`src/hw/rtl/cbez_pkg.sv`:
```
// Shared types, widths and constants for the cubic Bezier point evaluator.
package cbez_pkg;

   // Curve resolution: u = i / STEPS
   localparam int STEPS = 200;

   // Field widths
   localparam int STEP_W  = 8;
   localparam int COORD_W = 16;
   localparam int PT_N    = 4;
   localparam int LANE_N  = 2;

   // Configuration register indexes
   localparam int CSR_IDX_W = 4;
   localparam logic [CSR_IDX_W-1:0] CSR_CTRL_X0 = 4'd0;
   localparam logic [CSR_IDX_W-1:0] CSR_CTRL_Y0 = 4'd1;
   localparam logic [CSR_IDX_W-1:0] CSR_CTRL_X1 = 4'd2;
   localparam logic [CSR_IDX_W-1:0] CSR_CTRL_Y1 = 4'd3;
   localparam logic [CSR_IDX_W-1:0] CSR_CTRL_X2 = 4'd4;
   localparam logic [CSR_IDX_W-1:0] CSR_CTRL_Y2 = 4'd5;
   localparam logic [CSR_IDX_W-1:0] CSR_CTRL_X3 = 4'd6;
   localparam logic [CSR_IDX_W-1:0] CSR_CTRL_X3_Y = 4'd7;

   // Weight arithmetic widths
   localparam longint DEN  = longint'(STEPS) * STEPS * STEPS;
   localparam int     IDX_W = $clog2(STEPS + 1);
   localparam int     SQ_W  = $clog2(STEPS * STEPS + 1);
   localparam int     AB_W  = SQ_W + 1;
   localparam int     W_W   = $clog2(DEN + 1);
   localparam int     P_W   = W_W + 1 + COORD_W;
   localparam int     NUM_W = P_W + 2;
   localparam int     T_W   = NUM_W + 2;

   // Rounding divide: 2*STEPS^3 = DIV_ODD << DIV_SHIFT
   localparam int     DIV_SHIFT = 10;
   localparam longint DIV_ODD   = 15625;
   localparam int     ODD_W     = $clog2(DIV_ODD + 1);
   localparam int     M_W       = COORD_W + ODD_W;
   localparam longint RECIP     = (longint'(1) << M_W) / DIV_ODD;
   localparam int     R_W       = $clog2(RECIP + 1);
   localparam int     Q_W       = COORD_W + 1;
   localparam int     QR_W      = Q_W + ODD_W;
   localparam longint Q_BIAS    = longint'(1) << (COORD_W - 1);
   localparam longint Q_OFF     = Q_BIAS * DIV_ODD;

   // Datapath types
   typedef logic signed [COORD_W-1:0] coord_type;
   typedef coord_type [PT_N-1:0]      ctrl_set_type;
   typedef ctrl_set_type [LANE_N-1:0] ctrl_pts_type;
   typedef logic [W_W-1:0]            weight_type;
   typedef weight_type [PT_N-1:0]     weights_type;
   typedef logic signed [NUM_W-1:0]   num_type;
   typedef num_type [LANE_N-1:0]      num_pair_type;
   typedef coord_type [LANE_N-1:0]    point_type;

endpackage

```
`src/hw/rtl/cbez_weight.sv`:
```
// Bernstein weight pipeline: saturate index, squares, cubes (three stages).
module cbez_weight
   import cbez_pkg::*;
(
   input  logic              clock,
   input  logic              reset,
   input  logic              in_valid,
   output logic              in_ready,
   input  logic [STEP_W-1:0] step,
   output logic              out_valid,
   input  logic              out_ready,
   output weights_type       weights
);

   logic                vld1_ff, vld2_ff, vld3_ff;
   logic                rdy1, rdy2, rdy3;
   logic [IDX_W-1:0]    b_in, b_ff, a_in, a_ff, b2s_ff, a2s_ff;
   logic [IDX_W+1:0]    a3_in, a3_ff;
   logic [SQ_W-1:0]     a2_in, a2_ff, b2_in, b2_ff;
   logic [AB_W-1:0]     ab3_in, ab3_ff;
   logic [2*IDX_W-1:0]  sq_a, sq_b;
   logic [2*IDX_W+1:0]  ab3_full;
   logic [SQ_W+IDX_W-1:0] cu0, cu3;
   logic [AB_W+IDX_W-1:0] cu1, cu2;
   weights_type         w_in, w_ff;

   // Stall chain: a stage loads when empty or when its successor loads
   assign rdy3     = !vld3_ff || out_ready;
   assign rdy2     = !vld2_ff || rdy3;
   assign rdy1     = !vld1_ff || rdy2;
   assign in_ready = rdy1;

   // Stage 1: clamp the index to STEPS, form a = S - b and 3a
   always_comb begin
      if (int'(step) > STEPS) begin
         b_in = IDX_W'(STEPS);
      end else begin
         b_in = IDX_W'(step);
      end
      a_in  = IDX_W'(STEPS) - b_in;
      a3_in = {2'b00, a_in} + {1'b0, a_in, 1'b0};
   end

   // Stage 2: a^2, b^2, 3ab
   always_comb begin
      sq_a     = a_ff * a_ff;
      sq_b     = b_ff * b_ff;
      ab3_full = a3_ff * b_ff;
      a2_in    = SQ_W'(sq_a);
      b2_in    = SQ_W'(sq_b);
      ab3_in   = AB_W'(ab3_full);
   end

   // Stage 3: the four cubic weights
   always_comb begin
      cu0     = a2_ff * a2s_ff;
      cu1     = ab3_ff * a2s_ff;
      cu2     = ab3_ff * b2s_ff;
      cu3     = b2_ff * b2s_ff;
      w_in[0] = W_W'(cu0);
      w_in[1] = W_W'(cu1);
      w_in[2] = W_W'(cu2);
      w_in[3] = W_W'(cu3);
   end

   // Advance valid bits
   always_ff @(posedge clock) begin
      if (reset) begin
         vld1_ff <= 1'b0;
         vld2_ff <= 1'b0;
         vld3_ff <= 1'b0;
      end else begin
         if (rdy1) vld1_ff <= in_valid;
         if (rdy2) vld2_ff <= vld1_ff;
         if (rdy3) vld3_ff <= vld2_ff;
      end
   end

   // Advance payload
   always_ff @(posedge clock) begin
      if (rdy1 && in_valid) begin
         b_ff  <= b_in;
         a_ff  <= a_in;
         a3_ff <= a3_in;
      end
      if (rdy2 && vld1_ff) begin
         a2_ff  <= a2_in;
         b2_ff  <= b2_in;
         ab3_ff <= ab3_in;
         a2s_ff <= a_ff;
         b2s_ff <= b_ff;
      end
      if (rdy3 && vld2_ff) begin
         w_ff <= w_in;
      end
   end

   assign out_valid = vld3_ff;
   assign weights   = w_ff;

endmodule

```
`config.mk`:
```
export PLATFORM = sky130hd
export DESIGN_NAME = cbez_weight
export DESIGN_NICKNAME = d
export VERILOG_FILES = /design/src/hw/rtl/cbez_pkg.sv /design/src/hw/rtl/cbez_weight.sv
export SDC_FILE = /design/constraint.sdc
export NUM_CORES = 2
export LEC_CHECK = 0
export BUFFER_PORTS_ARGS = -buffer_cell sky130_fd_sc_hd__buf_2
export CORE_ASPECT_RATIO = 1.25
export CORE_UTILIZATION = 55
export CTS_BUF_LIST = sky130_fd_sc_hd__clkbuf_8
export DETAILED_ROUTE_END_ITERATION = 7
export PLACE_DENSITY = 0.83
export SLEW_MARGIN = 20
export SYNTH_ARGS = -nofsm -noshare
export SYNTH_HDL_FRONTEND = slang
export SYNTH_SLANG_ARGS = --single-unit
```
`constraint.sdc`:
```
create_clock -name clock -period 8.9 [get_ports clock]
set_input_delay 0.445 -clock clock [delete_from_list [all_inputs] [get_ports clock]]
set_output_delay 0.445 -clock clock [all_outputs]
set_load 0.03 [all_outputs]
```
==> key figures <==
Worst setup path
  – Critical path class: reg -> reg
  – Reg2Reg Depth: 16
  – Bufs and invs on worst path: 3
  – CP startpoint kind: flop
  – Worst EP required: 9.20 ns
  – FF-to-FF End: weights[43]
  – FF-to-FF setup slack: 3.16 ns
  – Largest stage delay, worst path: 1.06 ns
  – Critical Path End Type: flop
  – Worst R2R Start: a2s_ff[2]
  – Most repeated library cell on the critical path: fa_1
  – CP Cell Sequence: nand2_1 -> fa_1 -> inv_1 -> fa_1 -> fa_1 -> inv_1 -> fa_1 -> inv_1 -> ha_1 -> nand3_1 -> or4b_1 -> a41oi_1 -> a2111oi_2 -> o31ai_2 -> mux2i_1 -> o211ai_1
  – Family with the most delay on the worst path: adder cells
  – CP Data Arrival Time: 6.04 ns
  – CP max stage cell: edfxtp_1
  – Critical-path maximum fanout: 30

Final layout
  – Final #Nets: 3,449
  – Commonest non-fill, non-tap cells in the layout: inv_1, fa_1, and2_1, ha_1, nand2_1
  – Most common cell after layout, fill and taps aside: inv_1
  – Area Overhead vs Synth: 5.757%
  – Share of layout cells above drive strength 1: 5.650%

Floorplan
  – Die area: 49,020 um^2
  – Initial Utilization: 55.93%
  – Die W: 198.2 um
  – Row count: 89
  – Num ports: 106
  – Die Span Y: 247.3 um
  – CORE AREA: 47,330 um^2

Yosys
  – Simple-gate share of the synthesized area: 16.26%
  – Post-synth ARST share: 0%
  – Top_reg_cell synth: edfxtp_1
  – Synth Area in Compound Gates: 6.683%
  – Multiplexer share of the synthesized area: 0.2363%
  – Yosys reg bits: 171
  – Yosys cell types: 69
  – Post-synthesis sequential area ratio: 19.28%
  – Post-synthesis xor/xnor area fraction: 4.235%
  – Mapped Cells: 2,690
  – Largest family of logic cells by synthesized area: adder cells
  – Adder-cell share of the synthesized area: 44.65%
  – Post-synth EDFFs: 168
  – Synthesis Warnings: 0
  – Syn Std Cell Area: 26,470 um^2
  – Synth Area per Inst: 9.841 um^2

Clock network
  – CTS sink count: 171
  – Clock slew at reported path FFs: 0.12 ns
  – Total CTS buffers: 17
  – # H-tree levels: 4
  – Buffers from clock root to sink, at most: 2
  – CTS tree: done
  – Worst-skew pair later-pin latency: 0.55 ns
  – Hold buffer count at CTS: 0
  – Setup Fix Bufs, Post-CTS: 0
  – CTS root buffer: clkbuf_8
  – Cts repair resizes: 0

Timing
  – Worst slew margin: 24.09%
  – Final Max Slew Viols: 0
  – Tightest Pin Transition: 1.139 ns
  – Final period util: 64.54%
  – Final Hold Viols: 0
  – Hold slack: 0.06210 ns
  – Setup TNS: 0 ns
  – Skew final: 0.03726 ns
  – Max Freq: 0.1741 GHz
  – Post-route minimum period: 5.744 ns
  – Setup-failing EPs final: 0
  – RSZ-0062 raised after global routing: no

Detailed routing
  – Post-route DRC violation count: 0
  – DRT Wirelength: 53.85 mm
  – Vias per std cell: 5.396
  – DRT iter0 DRCs: 954
  – Wirelength per Cell: 15.84 um
  – Post-route ant nets: 0
  – Drt first pass iters: 5
  – Routed vias: 18.34k

Placed design
  – GPL Wtd Cong: 0.8694
  – HPWL Detailed: 43.02 mm
  – IO buf count: 105

Worst hold path
  – Hold crit path type: in -> reg
  – Hold_sp: reset
  – Hold endpoint: vld1_ff
  – Hold path cells: 2

Global route
  – Largest net degree at the start of global routing: 60
  – Total grt overflow: 0
  – First-pass GRT wire length: 91.66 mm
  – Total track usage: 23.43%
  – Initial antenna violation count: 0
  – Number of global-route vias before repair: 19.91k

Status
  – Status: complete, no violations

Flow run
  – Max-cap viol count: 0
==> cells by family after synthesis <==
group,count (synthesis)
AND/OR/NAND/NOR,817
other,2
adder cells (fa/ha/maj),689
XOR/XNOR,128
flip-flops,171
multiplexers,6
buffers and inverters,603
AO/OA/AOI/OAI,274
==> worst max path at each step <==
stage | startpoint | end | slack [ns] | cells after the start
3_5_place_dp | a2s_ff[2] | weights[43] | 3.16 | 16
5_1_grt | a2s_ff[2] | weights[43] | 2.82 | 16
4_1_cts | a2s_ff[2] | weights[43] | 3.14 | 16
2_1_floorplan | out_valid | a2_ff[10] | 3.48 | 2
6_report | a2s_ff[2] | weights[43] | 3.16 | 16
3_3_place_gp | a2s_ff[2] | weights[43] | 3.23 | 16
==> synth_stat cells (5+ instances only) <==
library cell	number	share of area, %
buf_4	5	0.14
a31oi_1	11	0.26
clkbuf_1	80	1.1
inv_1	517	7.3
nor3_1	13	0.25
edfxtp_1	168	19
o21bai_1	11	0.31
a21o_1	27	0.77
and3_1	10	0.24
o21a_1	25	0.71
or2_2	6	0.14
fa_1	426	32
nand2_1	242	3.4
nand2b_1	13	0.31
xor2_1	32	1.1
and2_1	392	9.3
nor2b_1	26	0.61
ha_1	263	12
o211ai_1	11	0.31
nor2_1	79	1.1
nand3_1	12	0.23
a21oi_1	85	1.6
or3_1	6	0.14
a211oi_1	12	0.34
o21ai_1	18	0.34
o21ai_0	32	0.60
xnor2_1	96	3.2
==> flip-flops by register name, summed over array words and instances (netlist names) <==
name       count
ab3_ff        15
weights       87
a3_ff          9
b_ff           7
vld1_ff        1
a2_ff         14
a_ff           7
vld2_ff        1
out_valid      1
a2s_ff         7
b2_ff         14
b2s_ff         8
==> per-layer routing <==
layer | GRT usage [%] | vias to the layer above | routed length (um)
met2 | 43.99 | 457 | 28760
met5 | 0 | - | 0
li1 | - | 8479 | -
met3 | 2.305 | 124 | 1930
met1 | 26.78 | 9281 | 21300
met4 | 10.08 | 0 | 1855
==> layout make-up <==
type	count	area, um^2
clock buffer	17	234.0
fill	3803	19330
multi-input combinational	1930	19160
clock inverter	15	185.2
inverter	517	1941
antenna	1	2.502
timing repair buffer	111	570.5
sequential	171	5105
tap	637	797.0
==> stage by stage <==
step | cell area (um^2) | worst slack, ns | instances | utilization, %
floorplan | 26520 | 3.475 | 2704 | -
global route | 27990 | 2.824 | 3398 | 59.15
detailed placement | 27570 | 3.160 | 3366 | 58.26
CTS | 27990 | 3.142 | 3398 | 59.15
finish | 28000 | 3.156 | 3399 | 59.15
global placement | 27570 | 3.230 | 3366 | 58.26
Power is not shown: default switching activity piles up to over one toggle a cycle in this logic, so the estimate is an artifact.
