$ cat config.mk
export PLATFORM = sky130hd
export DESIGN_NAME = cbez_round
export DESIGN_NICKNAME = d
export VERILOG_FILES = /design/src/hw/rtl/cbez_pkg.sv /design/src/hw/rtl/cbez_round.sv
export SDC_FILE = /design/constraint.sdc
export NUM_CORES = 2
export LEC_CHECK = 0
export BUFFER_PORTS_ARGS = -buffer_cell sky130_fd_sc_hd__buf_2
export CAP_MARGIN = 20
export CORE_MARGIN = 2
export CORE_UTILIZATION = 60
export CTS_CLUSTER_DIAMETER = 60
export DETAILED_ROUTE_END_ITERATION = 8
export HOLD_SLACK_MARGIN = 0.05
export PLACE_DENSITY = 0.77
export SYNTH_ARGS = -nofsm -noshare
export SYNTH_HDL_FRONTEND = slang
export SYNTH_SLANG_ARGS = --single-unit
$ cat constraint.sdc
create_clock -name clock -period 30.8 [get_ports clock]
set_input_delay 3.08 -clock clock [delete_from_list [all_inputs] [get_ports clock]]
set_output_delay 3.08 -clock clock [all_outputs]
set_load 0.1 [all_outputs]
$ cat src/hw/rtl/cbez_pkg.sv
// Shared types, widths and constants for the cubic Bezier point evaluator.
package cbez_pkg;

   // Curve resolution: u = i / STEPS
   localparam int STEPS = 200;

   // Field widths
   localparam int STEP_W  = 8;
   localparam int COORD_W = 16;
   localparam int PT_N    = 4;
   localparam int LANE_N  = 2;

   // Configuration register indexes
   localparam int CSR_IDX_W = 4;
   localparam logic [CSR_IDX_W-1:0] CSR_CTRL_X0 = 4'd0;
   localparam logic [CSR_IDX_W-1:0] CSR_CTRL_Y0 = 4'd1;
   localparam logic [CSR_IDX_W-1:0] CSR_CTRL_X1 = 4'd2;
   localparam logic [CSR_IDX_W-1:0] CSR_CTRL_Y1 = 4'd3;
   localparam logic [CSR_IDX_W-1:0] CSR_CTRL_X2 = 4'd4;
   localparam logic [CSR_IDX_W-1:0] CSR_CTRL_Y2 = 4'd5;
   localparam logic [CSR_IDX_W-1:0] CSR_CTRL_X3 = 4'd6;
   localparam logic [CSR_IDX_W-1:0] CSR_CTRL_X3_Y = 4'd7;

   // Weight arithmetic widths
   localparam longint DEN  = longint'(STEPS) * STEPS * STEPS;
   localparam int     IDX_W = $clog2(STEPS + 1);
   localparam int     SQ_W  = $clog2(STEPS * STEPS + 1);
   localparam int     AB_W  = SQ_W + 1;
   localparam int     W_W   = $clog2(DEN + 1);
   localparam int     P_W   = W_W + 1 + COORD_W;
   localparam int     NUM_W = P_W + 2;
   localparam int     T_W   = NUM_W + 2;

   // Rounding divide: 2*STEPS^3 = DIV_ODD << DIV_SHIFT
   localparam int     DIV_SHIFT = 10;
   localparam longint DIV_ODD   = 15625;
   localparam int     ODD_W     = $clog2(DIV_ODD + 1);
   localparam int     M_W       = COORD_W + ODD_W;
   localparam longint RECIP     = (longint'(1) << M_W) / DIV_ODD;
   localparam int     R_W       = $clog2(RECIP + 1);
   localparam int     Q_W       = COORD_W + 1;
   localparam int     QR_W      = Q_W + ODD_W;
   localparam longint Q_BIAS    = longint'(1) << (COORD_W - 1);
   localparam longint Q_OFF     = Q_BIAS * DIV_ODD;

   // Datapath types
   typedef logic signed [COORD_W-1:0] coord_type;
   typedef coord_type [PT_N-1:0]      ctrl_set_type;
   typedef ctrl_set_type [LANE_N-1:0] ctrl_pts_type;
   typedef logic [W_W-1:0]            weight_type;
   typedef weight_type [PT_N-1:0]     weights_type;
   typedef logic signed [NUM_W-1:0]   num_type;
   typedef num_type [LANE_N-1:0]      num_pair_type;
   typedef coord_type [LANE_N-1:0]    point_type;

endpackage

$ cat src/hw/rtl/cbez_round.sv
// Round-half-up divide by STEPS^3 via shift and reciprocal multiply (four stages).
module cbez_round
   import cbez_pkg::*;
(
   input  logic         clock,
   input  logic         reset,
   input  logic         in_valid,
   output logic         in_ready,
   input  num_pair_type num,
   output logic         out_valid,
   input  logic         out_ready,
   output point_type    point
);

   logic                  vld1_ff, vld2_ff, vld3_ff, vld4_ff;
   logic                  rdy1, rdy2, rdy3, rdy4;
   logic signed [T_W-1:0] t_num [LANE_N];
   logic signed [T_W-1:0] t_sh  [LANE_N];
   logic signed [T_W-1:0] t_off [LANE_N];
   logic [M_W-1:0]        m_in  [LANE_N];
   logic [M_W-1:0]        m1_ff [LANE_N];
   logic [M_W-1:0]        m2_ff [LANE_N];
   logic [M_W-1:0]        m3_ff [LANE_N];
   logic [M_W+R_W-1:0]    rp    [LANE_N];
   logic [Q_W-1:0]        qe_in [LANE_N];
   logic [Q_W-1:0]        qe2_ff [LANE_N];
   logic [Q_W-1:0]        qe3_ff [LANE_N];
   logic [QR_W-1:0]       qr_in [LANE_N];
   logic [QR_W-1:0]       qr_ff [LANE_N];
   logic [M_W-1:0]        rem   [LANE_N];
   logic [Q_W-1:0]        q_fix [LANE_N];
   point_type             pt_in, pt_ff;

   // Stall chain
   assign rdy4     = !vld4_ff || out_ready;
   assign rdy3     = !vld3_ff || rdy4;
   assign rdy2     = !vld2_ff || rdy3;
   assign rdy1     = !vld1_ff || rdy2;
   assign in_ready = rdy1;

   // Stage 1: 2n + den, drop the power-of-two factor, bias to non-negative
   always_comb begin
      for (int l = 0; l < LANE_N; l++) begin
         t_num[l] = $signed({num[l], 1'b0}) + $signed(T_W'(DEN));
         t_sh[l]  = t_num[l] >>> DIV_SHIFT;
         t_off[l] = t_sh[l] + $signed(T_W'(Q_OFF));
         m_in[l]  = t_off[l][M_W-1:0];
      end
   end

   // Stage 2: quotient estimate, low by at most one
   always_comb begin
      for (int l = 0; l < LANE_N; l++) begin
         rp[l]    = m1_ff[l] * R_W'(RECIP);
         qe_in[l] = Q_W'(rp[l] >> M_W);
      end
   end

   // Stage 3: back-multiply the estimate
   always_comb begin
      for (int l = 0; l < LANE_N; l++) begin
         qr_in[l] = qe2_ff[l] * ODD_W'(DIV_ODD);
      end
   end

   // Stage 4: correct by one, remove the bias
   always_comb begin
      for (int l = 0; l < LANE_N; l++) begin
         rem[l] = m3_ff[l] - M_W'(qr_ff[l]);
         if (rem[l] >= M_W'(DIV_ODD)) begin
            q_fix[l] = qe3_ff[l] + Q_W'(1);
         end else begin
            q_fix[l] = qe3_ff[l];
         end
         pt_in[l] = COORD_W'(q_fix[l] - Q_W'(Q_BIAS));
      end
   end

   // Advance valid bits
   always_ff @(posedge clock) begin
      if (reset) begin
         vld1_ff <= 1'b0;
         vld2_ff <= 1'b0;
         vld3_ff <= 1'b0;
         vld4_ff <= 1'b0;
      end else begin
         if (rdy1) vld1_ff <= in_valid;
         if (rdy2) vld2_ff <= vld1_ff;
         if (rdy3) vld3_ff <= vld2_ff;
         if (rdy4) vld4_ff <= vld3_ff;
      end
   end

   // Advance payload
   always_ff @(posedge clock) begin
      if (rdy1 && in_valid) begin
         m1_ff <= m_in;
      end
      if (rdy2 && vld1_ff) begin
         m2_ff  <= m1_ff;
         qe2_ff <= qe_in;
      end
      if (rdy3 && vld2_ff) begin
         m3_ff  <= m2_ff;
         qe3_ff <= qe2_ff;
         qr_ff  <= qr_in;
      end
      if (rdy4 && vld3_ff) begin
         pt_ff <= pt_in;
      end
   end

   assign out_valid = vld4_ff;
   assign point     = pt_ff;

   // Reciprocal estimate is never off by more than one
   a_rem_bound: assert property (@(posedge clock) disable iff (reset)
      vld3_ff |-> (rem[0] < M_W'(2 * DIV_ODD)) && (rem[1] < M_W'(2 * DIV_ODD)))
      else $error("rounding remainder out of range");

   // Corrected quotient stays inside the biased coordinate range
   a_q_range: assert property (@(posedge clock) disable iff (reset)
      vld3_ff |-> (q_fix[0] < Q_W'(2 * Q_BIAS)) && (q_fix[1] < Q_W'(2 * Q_BIAS)))
      else $error("rounded quotient overflows coordinate");

   // A stalled last stage holds its word
   a_hold: assert property (@(posedge clock) disable iff (reset)
      vld4_ff && !out_ready |=> vld4_ff && $stable(pt_ff))
      else $error("last stage lost a stalled word");

endmodule

==> impl_results.md <==
- Sequential fraction of the synthesis area: 25.5%
- Netlist Area Pre-Place: 39400 um2
- Routed Antenna Nets: 0
- Req. time, crit path: 27720 ps
- HPWL after detailed placement: 64900 um
- Initial antenna violation count: 0
- Clock latency at the later pin of the worst-skew pair: 580 ps
- GRT Total Usage: 25.1%
- Clock Sinks: 336
- EDFF count, synth: 332
- Wire length per cell: 17.4 um
- # H-tree levels: 2
- Die ar.: 67700 um2
- Top_reg_cell synth: edfxtp_1
- DR vias: 26034
- Share of post-route cells with drive strength above 1: 5.56%
- Core area: 64700 um2
- Initial drt markers: 1448
- Clk pin slew, worst setup/hold paths: 60 ps
- Synth unique cells: 81
- Via density: 5.64
- Initial core utilization: 60.9%
- Post-CTS Repair Setup Buffers: 0
- Die Wd: 260 um
- Max-Cap Viols: 0
- Syn Nets: 4837
- TritonCTS clock tree: done
- CTS Root Cell: clkbuf_16
- Post-layout net count: 4949
- Die height: 260 um
- Clk_skew: 20.8 ps
- Port bufs: 99
- Drc violations: 0
- Critical Path Source Type: primary input
- Largest net degree at the start of global routing: 75
- Vias in the first global route: 27147
- Grt total ovfl: 0
- First-pass GRT wire length: 136000 um
- Crit path kind: primary input to primary output
- Site Rows: 93
- 1st-pass router iterations: 5
- # setup viols final: 0
- Final worst-path cycle share: 24.3%
- Syn Inst Count: 3615
- Period minus WS final: 7500 ps
- Avg Cell Area, Syn: 10.9 um2
- Ant. Diodes: 0
- Max Slew Vio Count: 0
- Worst Tran Pin Value: 981 ps
- Area growth syn-to-layout: 7.47%
- Final-report hold violation count: 0
- Worst Hold Class: flip-flop to flip-flop
- Slew HR: 34.6%
- Sum Neg Setup Slack: 0 ps
- Outcome: completed
- Total CTS buffers: 43
- Hold buffers post-CTS: 0
- # IOs: 122
- RSZ-0062 raised after global routing: false
- CP Data Arrival Time: 4420 ps
- Post-CTS sizing: 0
- Post-synth ARST share: 0%
- Max FO, Critical Path: 5
- Clock Path Buffers: 3
- GP Congestion: 0.894
- Final wirelength: 80200 um
- Peak Freq: 133 MHz
- Synthesized flop and latch total: 336
- Setup crit end kind: primary output
- Synthesis warning total: 0
==> metal layers <==
metal / share of wire, % / up-vias / wire [um] / global-route usage [%]
met2: 47 / 532 / 37900 / 41.7
li1: - / 12685 / - / -
met1: 46 / 12689 / 37200 / 35.4
met4: 2.2 / 0 / 1760 / 6.06
met5: 0 / - / 0 / 0
met3: 4.3 / 128 / 3410 / 2.70
==> synthesized netlist by cell type (6+ instances only) <==
| cell | instances | area (um2) |
|---|---|---|
| nand4_1 | 41 | 257 |
| xnor2_1 | 132 | 1160 |
| or3_1 | 8 | 50.1 |
| o21ai_0 | 86 | 430 |
| o31a_1 | 12 | 105 |
| fa_1 | 400 | 8010 |
| a21o_1 | 152 | 1140 |
| xor2_1 | 152 | 1330 |
| clkbuf_1 | 35 | 131 |
| inv_1 | 663 | 2490 |
| mux2i_1 | 8 | 80.1 |
| o31ai_1 | 13 | 97.6 |
| nor2_1 | 120 | 450 |
| and3_1 | 26 | 163 |
| ha_1 | 734 | 9180 |
| and2_1 | 18 | 113 |
| nor3b_1 | 12 | 90.1 |
| nand3_1 | 57 | 285 |
| a211oi_1 | 23 | 173 |
| and4_1 | 7 | 61.3 |
| o211ai_1 | 7 | 52.6 |
| o2111ai_1 | 8 | 70.1 |
| edfxtp_1 | 332 | 9970 |
| nand2_1 | 116 | 435 |
| a21oi_1 | 144 | 721 |
| nand2b_1 | 26 | 163 |
| nor3_1 | 45 | 225 |
| o21bai_1 | 22 | 165 |
| a2111oi_0 | 8 | 70.1 |
| a31oi_1 | 22 | 138 |
| nor2b_1 | 36 | 225 |
| o221ai_1 | 6 | 52.6 |
| o21a_1 | 21 | 158 |
| nor4_1 | 12 | 75.1 |
==> cell type report <==
type	instances	area (um2)
fill	4992	22400
multi-input combinational	2578	26700
inverter	663	2490
clock buffer	45	1080
timing repair buffer	105	541
clock inverter	34	365
tap	855	1070
sequential	336	10000
==> worst paths after layout <==
check / startpoint / endpoint / slack [ps] / depth (start not counted)
max reg2reg: m1_ff[6]$_DFFE_PP_ / qe2_ff[15]$_DFFE_PP_ / 23380 / 25
min reg2reg: m2_ff[38]$_DFFE_PP_ / m3_ff[38]$_DFFE_PP_ / 410 / 0
max: out_ready / in_ready / 23300 / 5
min: m2_ff[38]$_DFFE_PP_ / m3_ff[38]$_DFFE_PP_ / 410 / 0
==> metrics by stage <==
step	worst slack, ps	utilization [%]	area (um2)	cells	hold slack [ps]
global placement	23340	63.2	40900	4537	401
detailed placement	23290	63.2	40900	4537	405
finish	23300	65.4	42300	4616	407
global route	22950	65.4	42300	4616	415
floorplan	16230	-	39400	3615	400
CTS	23270	65.4	42300	4616	410
==> sequential cells by signal (all words and copies together) (netlist names) <==
signal and cells:
point 32, qe3_ff 32, vld3_ff 1, vld2_ff 1, out_valid 1, vld1_ff 1, qr_ff 54, qe2_ff 34
m1_ff 60, m3_ff 60, m2_ff 60
==> critical path, cell delays in order <==
cell and delay, ps:
buf_2 100, nor2b_1 390, and3_1 400, nand2_1 130
buf_2 310
==> cells in the final DEF, fill, tap and decap left out, types with 23 or more instances in the layout <==
master       n
a211oi_1    23
nand2_1    116
buf_2       99
edfxtp_1   332
o21ai_0     86
a21oi_1    143
xor2_1     152
nand2b_1    26
inv_1      663
clkbuf_16   43
a21o_1     152
and3_1      26
ha_1       734
nand4_1     41
nor2_1     120
nand3_1     57
nor3_1      45
fa_1       400
nor2b_1     34
xnor2_1    132
==> cell families (layout without fill, tap and decap cells) <==
logic type | after synthesis | after routing | synth area share (%)
xor gates and xnor gates | 284 | 284 | 6.32
buffers and inverters | 701 | 847 | 6.70
AOI/OAI and AO/OA | 603 | 603 | 10.4
DFF | 336 | 336 | 25.5
adders and majority gates | 1134 | 1134 | 43.7
muxes | 13 | 13 | 0.346
and+or+nand+nor | 544 | 544 | 7.04
Power is left out: the tool's default activity adds up to more than one toggle a clock period on the data nets, which glitch-free logic cannot reach.
